### config.mk
export PLATFORM = sky130hd
export DESIGN_NAME = goldbach_pair_finder
export DESIGN_NICKNAME = d
export VERILOG_FILES = /design/src/sv/gpf_pkg.sv /design/src/sv/gpf_front.sv /design/src/sv/gpf_queue.sv /design/src/sv/gpf_back.sv /design/src/sv/goldbach_pair_finder.sv
export VERILOG_INCLUDE_DIRS = /design/src /design/src/sv
export SDC_FILE = /design/constraint.sdc
export NUM_CORES = 1
export LEC_CHECK = 0
export ABC_AREA = 1
export BUFFER_PORTS_ARGS = -buffer_cell sky130_fd_sc_hd__buf_2
export CAP_MARGIN = 20
export CORE_ASPECT_RATIO = 1.4
export CORE_MARGIN = 3
export CORE_UTILIZATION = 56
export DETAILED_ROUTE_END_ITERATION = 8
export PLACE_DENSITY_LB_ADDON = 0.15
export SETUP_SLACK_MARGIN = 0.5
export SLEW_MARGIN = 10
export SYNTH_ARGS = -nofsm -noshare
export SYNTH_HDL_FRONTEND = slang
export SYNTH_SLANG_ARGS = --single-unit
### constraint.sdc
create_clock -name clk -period 3.69 [get_ports clk]
set_input_delay 0.5535 -clock clk [delete_from_list [all_inputs] [get_ports clk]]
set_output_delay 0.5535 -clock clk [all_outputs]
set_load 0.005 [all_outputs]
### src/sv/goldbach_pair_finder_assert.svh
// Assertion macros shared by the goldbach pair finder RTL
`ifndef GOLDBACH_PAIR_FINDER_ASSERT_SVH
`define GOLDBACH_PAIR_FINDER_ASSERT_SVH

// same-cycle implication, sampled on clk, off during reset
`define GPF_ASSERT_NOW(label, ante, cons, msg) \
    label: assert property (@(posedge clk) disable iff (!rst_n) (ante) |-> (cons)) \
        else $error(msg);

// next-cycle implication, sampled on clk, off during reset
`define GPF_ASSERT_NEXT(label, ante, cons, msg) \
    label: assert property (@(posedge clk) disable iff (!rst_n) (ante) |=> (cons)) \
        else $error(msg);

`endif

### src/sv/gpf_pkg.sv
// Shared types and constants for the goldbach pair finder
`default_nettype none

package gpf_pkg;

    localparam int unsigned VALUE_WIDTH_DEF = 16;
    localparam int unsigned SMALLEST_PRIME  = 2;
    localparam int unsigned SMALLEST_SUM    = 4;

    localparam int unsigned QUEUE_DEPTH = 2;
    localparam int unsigned QPTR_W      = 1;
    localparam int unsigned QCNT_W      = 2;

    typedef struct packed {
        logic not_empty;
        logic full;
    } queue_status_t;

    typedef enum logic [2:0] {
        ST_IDLE,
        ST_CHECK,
        ST_DIV,
        ST_RESULT,
        ST_EMIT
    } back_state_t;

endpackage

`default_nettype wire

### src/sv/gpf_front.sv
// Front end: accepts input beats and keeps only even numbers that can split
`default_nettype none

module gpf_front #(
    parameter int unsigned VALUE_WIDTH = gpf_pkg::VALUE_WIDTH_DEF
) (
    input  wire logic                   value_valid,
    output logic                        value_stall,
    input  wire logic [VALUE_WIDTH-1:0] value,
    input  wire gpf_pkg::queue_status_t q_status,
    output logic                        push,
    output logic [VALUE_WIDTH-1:0]      push_data
);

    logic keep;

    // drop odd numbers and those below the smallest sum of two primes
    assign keep        = !value[0] && (value >= VALUE_WIDTH'(gpf_pkg::SMALLEST_SUM));
    assign value_stall = q_status.full;
    assign push        = value_valid && !q_status.full && keep;
    assign push_data   = value;

endmodule

`default_nettype wire

### src/sv/gpf_queue.sv
// Short queue between front end and search engine
`default_nettype none

`include "goldbach_pair_finder_assert.svh"

module gpf_queue #(
    parameter int unsigned VALUE_WIDTH = gpf_pkg::VALUE_WIDTH_DEF
) (
    input  wire logic                   clk,
    input  wire logic                   rst_n,
    input  wire logic                   push,
    input  wire logic [VALUE_WIDTH-1:0] push_data,
    input  wire logic                   pop,
    output logic [VALUE_WIDTH-1:0]      pop_data,
    output gpf_pkg::queue_status_t      q_status
);

    logic [VALUE_WIDTH-1:0]          mem_reg [gpf_pkg::QUEUE_DEPTH];
    logic [gpf_pkg::QPTR_W-1:0]      wr_ptr_reg, wr_ptr_next;
    logic [gpf_pkg::QPTR_W-1:0]      rd_ptr_reg, rd_ptr_next;
    logic [gpf_pkg::QCNT_W-1:0]      count_reg, count_next;

    always_comb
    begin
        wr_ptr_next = wr_ptr_reg;
        rd_ptr_next = rd_ptr_reg;
        count_next  = count_reg;
        if (push)
        begin
            wr_ptr_next = wr_ptr_reg + gpf_pkg::QPTR_W'(1);
        end
        if (pop)
        begin
            rd_ptr_next = rd_ptr_reg + gpf_pkg::QPTR_W'(1);
        end
        if (push && !pop)
        begin
            count_next = count_reg + gpf_pkg::QCNT_W'(1);
        end
        else if (pop && !push)
        begin
            count_next = count_reg - gpf_pkg::QCNT_W'(1);
        end
    end

    always_ff @(posedge clk or negedge rst_n)
    begin
        if (!rst_n)
        begin
            wr_ptr_reg <= '0;
            rd_ptr_reg <= '0;
            count_reg  <= '0;
        end
        else
        begin
            wr_ptr_reg <= wr_ptr_next;
            rd_ptr_reg <= rd_ptr_next;
            count_reg  <= count_next;
        end
    end

    always_ff @(posedge clk)
    begin
        if (push)
        begin
            mem_reg[wr_ptr_reg] <= push_data;
        end
    end

    assign pop_data           = mem_reg[rd_ptr_reg];
    assign q_status.not_empty = (count_reg != '0);
    assign q_status.full      = (count_reg == gpf_pkg::QCNT_W'(gpf_pkg::QUEUE_DEPTH));

    `GPF_ASSERT_NOW(a_no_overfill, 1'b1, count_reg <= gpf_pkg::QCNT_W'(gpf_pkg::QUEUE_DEPTH), "queue count above depth")
    `GPF_ASSERT_NOW(a_no_push_full, push, !q_status.full, "push into full queue")
    `GPF_ASSERT_NOW(a_no_pop_empty, pop, q_status.not_empty, "pop from empty queue")

endmodule

`default_nettype wire

### src/sv/gpf_back.sv
// Search engine: candidate sweep with a shared bit-serial remainder unit
`default_nettype none

`include "goldbach_pair_finder_assert.svh"

module gpf_back #(
    parameter int unsigned VALUE_WIDTH = gpf_pkg::VALUE_WIDTH_DEF
) (
    input  wire logic                   clk,
    input  wire logic                   rst_n,
    input  wire gpf_pkg::queue_status_t q_status,
    input  wire logic [VALUE_WIDTH-1:0] q_data,
    output logic                        pop,
    output logic                        result_valid,
    input  wire logic                   result_stall,
    output logic [VALUE_WIDTH-1:0]      number,
    output logic [VALUE_WIDTH-1:0]      small_prime,
    output logic [VALUE_WIDTH-1:0]      large_prime
);

    localparam int unsigned CNT_W = $clog2(VALUE_WIDTH);

    gpf_pkg::back_state_t state_reg, state_next;

    logic [VALUE_WIDTH-1:0] n_reg, n_next;
    logic [VALUE_WIDTH-1:0] p_reg, p_next;
    logic [VALUE_WIDTH-1:0] m_reg, m_next;
    logic [VALUE_WIDTH-1:0] k_reg, k_next;
    logic [VALUE_WIDTH:0]   sq_reg, sq_next;
    logic [VALUE_WIDTH:0]   rem_reg, rem_next;
    logic [VALUE_WIDTH-1:0] dvd_reg, dvd_next;
    logic [CNT_W-1:0]       cnt_reg, cnt_next;
    logic                   phase_reg, phase_next;

    logic                   out_valid_reg, out_valid_next;
    logic [VALUE_WIDTH-1:0] out_n_reg, out_n_next;
    logic [VALUE_WIDTH-1:0] out_p_reg, out_p_next;
    logic [VALUE_WIDTH-1:0] out_q_reg, out_q_next;

    logic                   sq_over;
    logic                   at_half;
    logic                   out_free;
    logic [VALUE_WIDTH:0]   rem_shift;
    logic [VALUE_WIDTH:0]   k_ext;

    assign sq_over   = sq_reg > {1'b0, m_reg};
    assign at_half   = p_reg >= (n_reg >> 1);
    assign out_free  = !out_valid_reg || !result_stall;
    assign rem_shift = {rem_reg[VALUE_WIDTH-1:0], dvd_reg[VALUE_WIDTH-1]};
    assign k_ext     = {1'b0, k_reg};

    always_comb
    begin
        state_next = state_reg;
        case (state_reg)
            gpf_pkg::ST_IDLE:
            begin
                if (q_status.not_empty)
                begin
                    state_next = gpf_pkg::ST_CHECK;
                end
            end
            gpf_pkg::ST_CHECK:
            begin
                if (!sq_over)
                begin
                    state_next = gpf_pkg::ST_DIV;
                end
                else if (phase_reg)
                begin
                    state_next = gpf_pkg::ST_EMIT;
                end
            end
            gpf_pkg::ST_DIV:
            begin
                if (cnt_reg == '0)
                begin
                    state_next = gpf_pkg::ST_RESULT;
                end
            end
            gpf_pkg::ST_RESULT:
            begin
                if (rem_reg == '0 && at_half)
                begin
                    state_next = gpf_pkg::ST_IDLE;
                end
                else
                begin
                    state_next = gpf_pkg::ST_CHECK;
                end
            end
            gpf_pkg::ST_EMIT:
            begin
                if (out_free)
                begin
                    state_next = gpf_pkg::ST_IDLE;
                end
            end
            default:
            begin
                state_next = gpf_pkg::ST_IDLE;
            end
        endcase
    end

    always_comb
    begin
        pop            = 1'b0;
        n_next         = n_reg;
        p_next         = p_reg;
        m_next         = m_reg;
        k_next         = k_reg;
        sq_next        = sq_reg;
        rem_next       = rem_reg;
        dvd_next       = dvd_reg;
        cnt_next       = cnt_reg;
        phase_next     = phase_reg;
        out_valid_next = out_valid_reg;
        out_n_next     = out_n_reg;
        out_p_next     = out_p_reg;
        out_q_next     = out_q_reg;

        if (out_valid_reg && !result_stall)
        begin
            out_valid_next = 1'b0;
        end

        case (state_reg)
            gpf_pkg::ST_IDLE:
            begin
                if (q_status.not_empty)
                begin
                    pop        = 1'b1;
                    n_next     = q_data;
                    p_next     = VALUE_WIDTH'(gpf_pkg::SMALLEST_PRIME);
                    m_next     = VALUE_WIDTH'(gpf_pkg::SMALLEST_PRIME);
                    k_next     = VALUE_WIDTH'(gpf_pkg::SMALLEST_PRIME);
                    sq_next    = (VALUE_WIDTH + 1)'(gpf_pkg::SMALLEST_PRIME
                                                    * gpf_pkg::SMALLEST_PRIME);
                    phase_next = 1'b0;
                end
            end
            gpf_pkg::ST_CHECK:
            begin
                if (!sq_over)
                begin
                    rem_next = '0;
                    dvd_next = m_reg;
                    cnt_next = CNT_W'(VALUE_WIDTH - 1);
                end
                else if (!phase_reg)
                begin
                    // candidate is prime, test its complement
                    phase_next = 1'b1;
                    m_next     = n_reg - p_reg;
                    k_next     = VALUE_WIDTH'(gpf_pkg::SMALLEST_PRIME);
                    sq_next    = (VALUE_WIDTH + 1)'(gpf_pkg::SMALLEST_PRIME
                                                    * gpf_pkg::SMALLEST_PRIME);
                end
            end
            gpf_pkg::ST_DIV:
            begin
                rem_next = (rem_shift >= k_ext) ? (rem_shift - k_ext) : rem_shift;
                dvd_next = {dvd_reg[VALUE_WIDTH-2:0], 1'b0};
                cnt_next = cnt_reg - CNT_W'(1);
            end
            gpf_pkg::ST_RESULT:
            begin
                if (rem_reg == '0)
                begin
                    // composite: advance to next candidate
                    p_next     = p_reg + VALUE_WIDTH'(1);
                    m_next     = p_reg + VALUE_WIDTH'(1);
                    phase_next = 1'b0;
                    k_next     = VALUE_WIDTH'(gpf_pkg::SMALLEST_PRIME);
                    sq_next    = (VALUE_WIDTH + 1)'(gpf_pkg::SMALLEST_PRIME
                                                    * gpf_pkg::SMALLEST_PRIME);
                end
                else
                begin
                    k_next  = k_reg + VALUE_WIDTH'(1);
                    sq_next = sq_reg + {k_reg, 1'b1};
                end
            end
            gpf_pkg::ST_EMIT:
            begin
                if (out_free)
                begin
                    out_valid_next = 1'b1;
                    out_n_next     = n_reg;
                    out_p_next     = p_reg;
                    out_q_next     = m_reg;
                end
            end
            default:
            begin
                pop = 1'b0;
            end
        endcase
    end

    always_ff @(posedge clk or negedge rst_n)
    begin
        if (!rst_n)
        begin
            state_reg     <= gpf_pkg::ST_IDLE;
            out_valid_reg <= 1'b0;
        end
        else
        begin
            state_reg     <= state_next;
            out_valid_reg <= out_valid_next;
        end
    end

    always_ff @(posedge clk)
    begin
        n_reg     <= n_next;
        p_reg     <= p_next;
        m_reg     <= m_next;
        k_reg     <= k_next;
        sq_reg    <= sq_next;
        rem_reg   <= rem_next;
        dvd_reg   <= dvd_next;
        cnt_reg   <= cnt_next;
        phase_reg <= phase_next;
        out_n_reg <= out_n_next;
        out_p_reg <= out_p_next;
        out_q_reg <= out_q_next;
    end

    assign result_valid = out_valid_reg;
    assign number       = out_n_reg;
    assign small_prime  = out_p_reg;
    assign large_prime  = out_q_reg;

    `GPF_ASSERT_NOW(a_sum_matches, out_valid_reg, ({1'b0, out_p_reg} + {1'b0, out_q_reg}) == {1'b0, out_n_reg}, "primes do not sum to number")
    `GPF_ASSERT_NOW(a_pair_ordered, out_valid_reg, out_p_reg <= out_q_reg, "small prime above large prime")
    `GPF_ASSERT_NOW(a_emit_after_both, state_reg == gpf_pkg::ST_EMIT, phase_reg, "emit before complement tested")

endmodule

`default_nettype wire

### src/sv/goldbach_pair_finder.sv
// Goldbach pair finder top level: front end, queue and search engine
//
// Input channel: value with value_valid / value_stall. A beat is taken when
// value_valid is high and value_stall is low. Odd values and values below
// four are dropped at once and give no result.
// Output channel: number, small_prime, large_prime with result_valid /
// result_stall. One beat per even value that splits into two primes; the
// smallest such small_prime is reported, large_prime = number - small_prime.
// A two-entry queue sits between input and search engine, so up to two even
// values are taken while the engine works or a result waits to be taken.
// Each candidate prime test tries divisors k = 2, 3, 4 and upward while
// k*k <= m, each division going through ST_CHECK, ST_DIV and ST_RESULT in
// the single shared bit-serial remainder unit; a test that finds a prime
// closes in ST_CHECK. The value leaves the queue in ST_IDLE, the output
// register is loaded in ST_EMIT and result_valid rises the cycle after.
// Items are searched one at a time, so throughput is set by that divider loop.
// When result_stall is high the finished result holds in the output register;
// the engine waits in ST_EMIT; the queue then fills and raises value_stall.
// Reset clears the queue, the engine state and the output valid.
`default_nettype none

module goldbach_pair_finder #(
    parameter int unsigned VALUE_WIDTH = gpf_pkg::VALUE_WIDTH_DEF
) (
    input  wire logic                   clk,
    input  wire logic                   rst_n,
    input  wire logic                   value_valid,
    output logic                        value_stall,
    input  wire logic [VALUE_WIDTH-1:0] value,
    output logic                        result_valid,
    input  wire logic                   result_stall,
    output logic [VALUE_WIDTH-1:0]      number,
    output logic [VALUE_WIDTH-1:0]      small_prime,
    output logic [VALUE_WIDTH-1:0]      large_prime
);

    gpf_pkg::queue_status_t q_status;
    logic                   push;
    logic [VALUE_WIDTH-1:0] push_data;
    logic                   pop;
    logic [VALUE_WIDTH-1:0] pop_data;

    gpf_front #(
        .VALUE_WIDTH (VALUE_WIDTH)
    ) u_front (
        .value_valid (value_valid),
        .value_stall (value_stall),
        .value       (value),
        .q_status    (q_status),
        .push        (push),
        .push_data   (push_data)
    );

    gpf_queue #(
        .VALUE_WIDTH (VALUE_WIDTH)
    ) u_queue (
        .clk       (clk),
        .rst_n     (rst_n),
        .push      (push),
        .push_data (push_data),
        .pop       (pop),
        .pop_data  (pop_data),
        .q_status  (q_status)
    );

    gpf_back #(
        .VALUE_WIDTH (VALUE_WIDTH)
    ) u_back (
        .clk          (clk),
        .rst_n        (rst_n),
        .q_status     (q_status),
        .q_data       (pop_data),
        .pop          (pop),
        .result_valid (result_valid),
        .result_stall (result_stall),
        .number       (number),
        .small_prime  (small_prime),
        .large_prime  (large_prime)
    );

endmodule

`default_nettype wire
==> qor.csv <==
stage;metric;value;unit
grt;vias in the first global route;8880;
flow_run;MaxCap Viol Count;0;
clock_network;H-tree depth;1;
final_layout;proportion of layout cells with a drive suffix above 1;12.0;%
hold_path;hold_sp;value[1];
timing;Sum Neg Setup Slack;0;ns
yosys;synthesized area;11500;sq um
run_status;status;finished, final reports clean;
grt;most used routing layer;met2;
timing;Max Slew Vio Count;0;
critical_path;Required @ worst endpoint;3.93;ns
final_layout;Ant. Diodes;0;
yosys;Post-synth EDFFs;199;
floorplan;core area;20000;sq um
final_layout;FF+latch area;6180;sq um
critical_path;CP peak stage delay;0.49;ns
clock_network;cts hold-fix bufs;1;
clock_network;Root Driver;clkbuf_16;
placement;hpwl dp;20.4;mm
yosys;Synth area leader;edfxtp_1;
yosys;Synth top cells by count;nand2_1, edfxtp_1, inv_1;
timing;# setup viols final;0;
final_layout;multi-input logic area;4580;sq um
route;vias;8568;
final_layout;Fill cells;1701;
grt;gr usage total;23.9;%
yosys;post-synth cell types;45;
final_layout;post-layout util;64.4;%
critical_path;R2R cell count;12;
grt;first-pass GRT wire length;42.3;mm
grt;GR Layer Usage met3;2.22;%
critical_path;crit-path cells;ha_1 -> fa_1 -> inv_1 -> nand2_1 -> nand2_1 -> o21ai_0 -> o21ai_0 -> nand2_1 -> nor2_1 -> o21ai_0 -> nand2_1 -> o21ai_0;
floorplan;Die Wd;127;um
grt;grt ovf;0;
power_and_ir_drop;VDD IR-drop max;0.612;mV
power_and_ir_drop;PD cells;1040;nW/um^2
critical_path;R2R Path Start;u_back.p_reg[0];
floorplan;Rows;61;
clock_network;# Post-CTS Setup Buffers;0;
hold_path;Hold Path Stages;1;
clock_network;TritonCTS buffer count;21;
placement;I/O Buffers;69;
grt;met1 usage;23.8;%
clock_network;clk_lat worst skew;0.50;ns
critical_path;Critical Path Source;u_back.p_reg[0];
critical_path;Slowest-stage cell, CP;edfxtp_1;
final_layout;Area Overhead vs Synth;12.4;%
timing;final hold viol count;0;
yosys;register area share after synthesis;53.9;%
clock_network;Sink Count;207;
floorplan;initial core utilization;57.3;%
route;final wirelength;26.4;mm
grt;initial antenna violation count;0;
timing;slew margin rel.;49.6;%
timing;skew final;0.0124;ns
yosys;main area contributors after synthesis;edfxtp_1, ha_1, nand2_1;
yosys;Syn Inst Count;1208;
placement;Final Wtd Congestion;0.898;
timing;Final min period;2.57;ns
critical_path;WP data arrival;2.81;ns
timing;Worst-Margin Slew;0.754;ns
final_layout;max reg flops;32;
clock_network;CTS clk-pin slew, worst paths;0.07;ns
yosys;register bit total from synthesis;207;
floorplan;Die Area;22200;sq um
route;DRC;0;
critical_path;CP Max Fanout;7;
clock_network;quantity of gates resized following cts;0;
yosys;Synth async-reset ratio;3.86;%
yosys;Primary FF master, synth;edfxtp_1;
placement;setup slack after placement;1.12;ns
hold_path;Hold Path Class;in -> reg;
timing;RSZ-0062 raised after global routing;no;
clock_network;CTS max path bufs;3;
route;number of DRC markers after the initial detailed-route iteration;544;
floorplan;Die Span Y;175;um
final_layout;NumNets Final;1402;
critical_path;Crit. End Element;flop;
power_and_ir_drop;P_leak;5.62;nW
route;Final ANT Viol Nets;0;
floorplan;IO Pins;70;
yosys;Synth top area share;52.1;%
route;Vias/cell;5.48;
yosys;most frequent cell after synthesis;nand2_1;
timing;worst hold slack;0.248;ns
route;wire per inst;16.9;um
critical_path;CP startpoint kind;flop;
timing;worst setup margin;1.12;ns
timing;Fmax achieved;389;MHz
grt;global routing met2 resource utilization;48.4;%
yosys;Post-Syn Area per Cell;9.49;sq um
grt;largest net degree at the start of global routing;39;
critical_path;critical path class;reg -> reg;
clock_network;CTS tree;built;
route;DRT Pass-1 Iters;5;
yosys;Synth Warn #;0;
yosys;Syn Nets;1312;
timing;Tcrit/Tclk final;69.6;%
-- worst max-delay path, delay by kind of cell, from the launching register on --
kind / cells / cell delay (ns)
compound gates: 4 / 0.67
fa+ha+maj: 2 / 0.64
flops: 1 / 0.49
simple gates: 5 / 0.45
buf+inv: 1 / 0.07
-- path summary, 6_finish.rpt --
path / endpoint / slack, ns
worst max-delay path: u_back.m_reg[10] / 1.12
worst min-delay path: u_queue.mem_reg[0][1] / 0.25
worst max register to register: u_back.m_reg[10] / 1.12
worst min register to register: u_back.large_prime[12] / 0.44
max in group asynchronous: u_queue.count_reg[0] / 3.04
min in group asynchronous: u_back.state_reg[0] / 0.45
-- cell type report --
class,instances,share of cell area [%]
sequential,207,48.0
multi-input combinational,820,35.6
inverter,165,4.83
clock buffer,25,4.35
timing repair buffer,83,3.52
tap,252,2.45
clock inverter,12,1.32
-- cells in the final DEF, fill, tap and decap left out, types with 3 or more instances in the layout --
cell type,synthesis,layout
a211oi_1,4,4
a21o_1,7,7
a21oi_1,84,83
a31o_2,3,3
buf_2,6,69
buf_4,0,13
bufinv_16,0,4
clkbuf_16,0,21
clkinv_2,0,3
clkinvlp_4,0,3
dfrtp_1,8,8
edfxtp_1,199,199
fa_1,3,3
ha_1,81,81
inv_1,162,162
nand2_1,254,254
nand2_2,6,6
nand3_1,46,46
nand3b_1,4,4
nand4_1,11,11
nor2_1,135,134
nor2_2,10,11
nor2_4,3,3
nor3_1,23,22
nor3_2,2,3
nor4_1,5,5
o21ai_0,64,64
o21ai_1,19,19
o21bai_1,8,8
or2_2,6,6
xnor2_1,11,11
xor2_1,15,15
-- power breakdown --
group	total, mW	switching [mW]	internal (mW)
combinational	6.55	4.34	2.21
clock	2.25	0.881	1.37
sequential	4.57	0.656	3.91
total	13.4	5.88	7.49
-- metal layers --
metal  wire, um  up-vias
met1       9200     4000
met4       1310        0
li1           -     4281
met2      14900      209
met3        999       78
met5          0        -
-- cells by family (layout without fill, tap and decap cells) --
group                      Yosys count  in the layout  synth area share (%)
AOI/OAI and AO/OA                  199            199                  9.43
buffers and inverters              181            285                  6.30
DFF                                207            207                  53.9
xor gates and xnor gates            26             26                  1.99
and+or+nand+nor                    511            511                  19.0
adders and majority gates           84             84                  9.37
-- through the flow --
step / std cells / total power, mW / cell area (sq um)
floorplan: 1208 / 9.32 / 11500
global placement: 1526 / 11.0 / 12100
detailed placement: 1526 / 11.2 / 12100
CTS: 1564 / 13.4 / 12900
global route: 1564 / 14.5 / 12900
finish: 1564 / 13.4 / 12900
(Power assumes the default switching activity.)
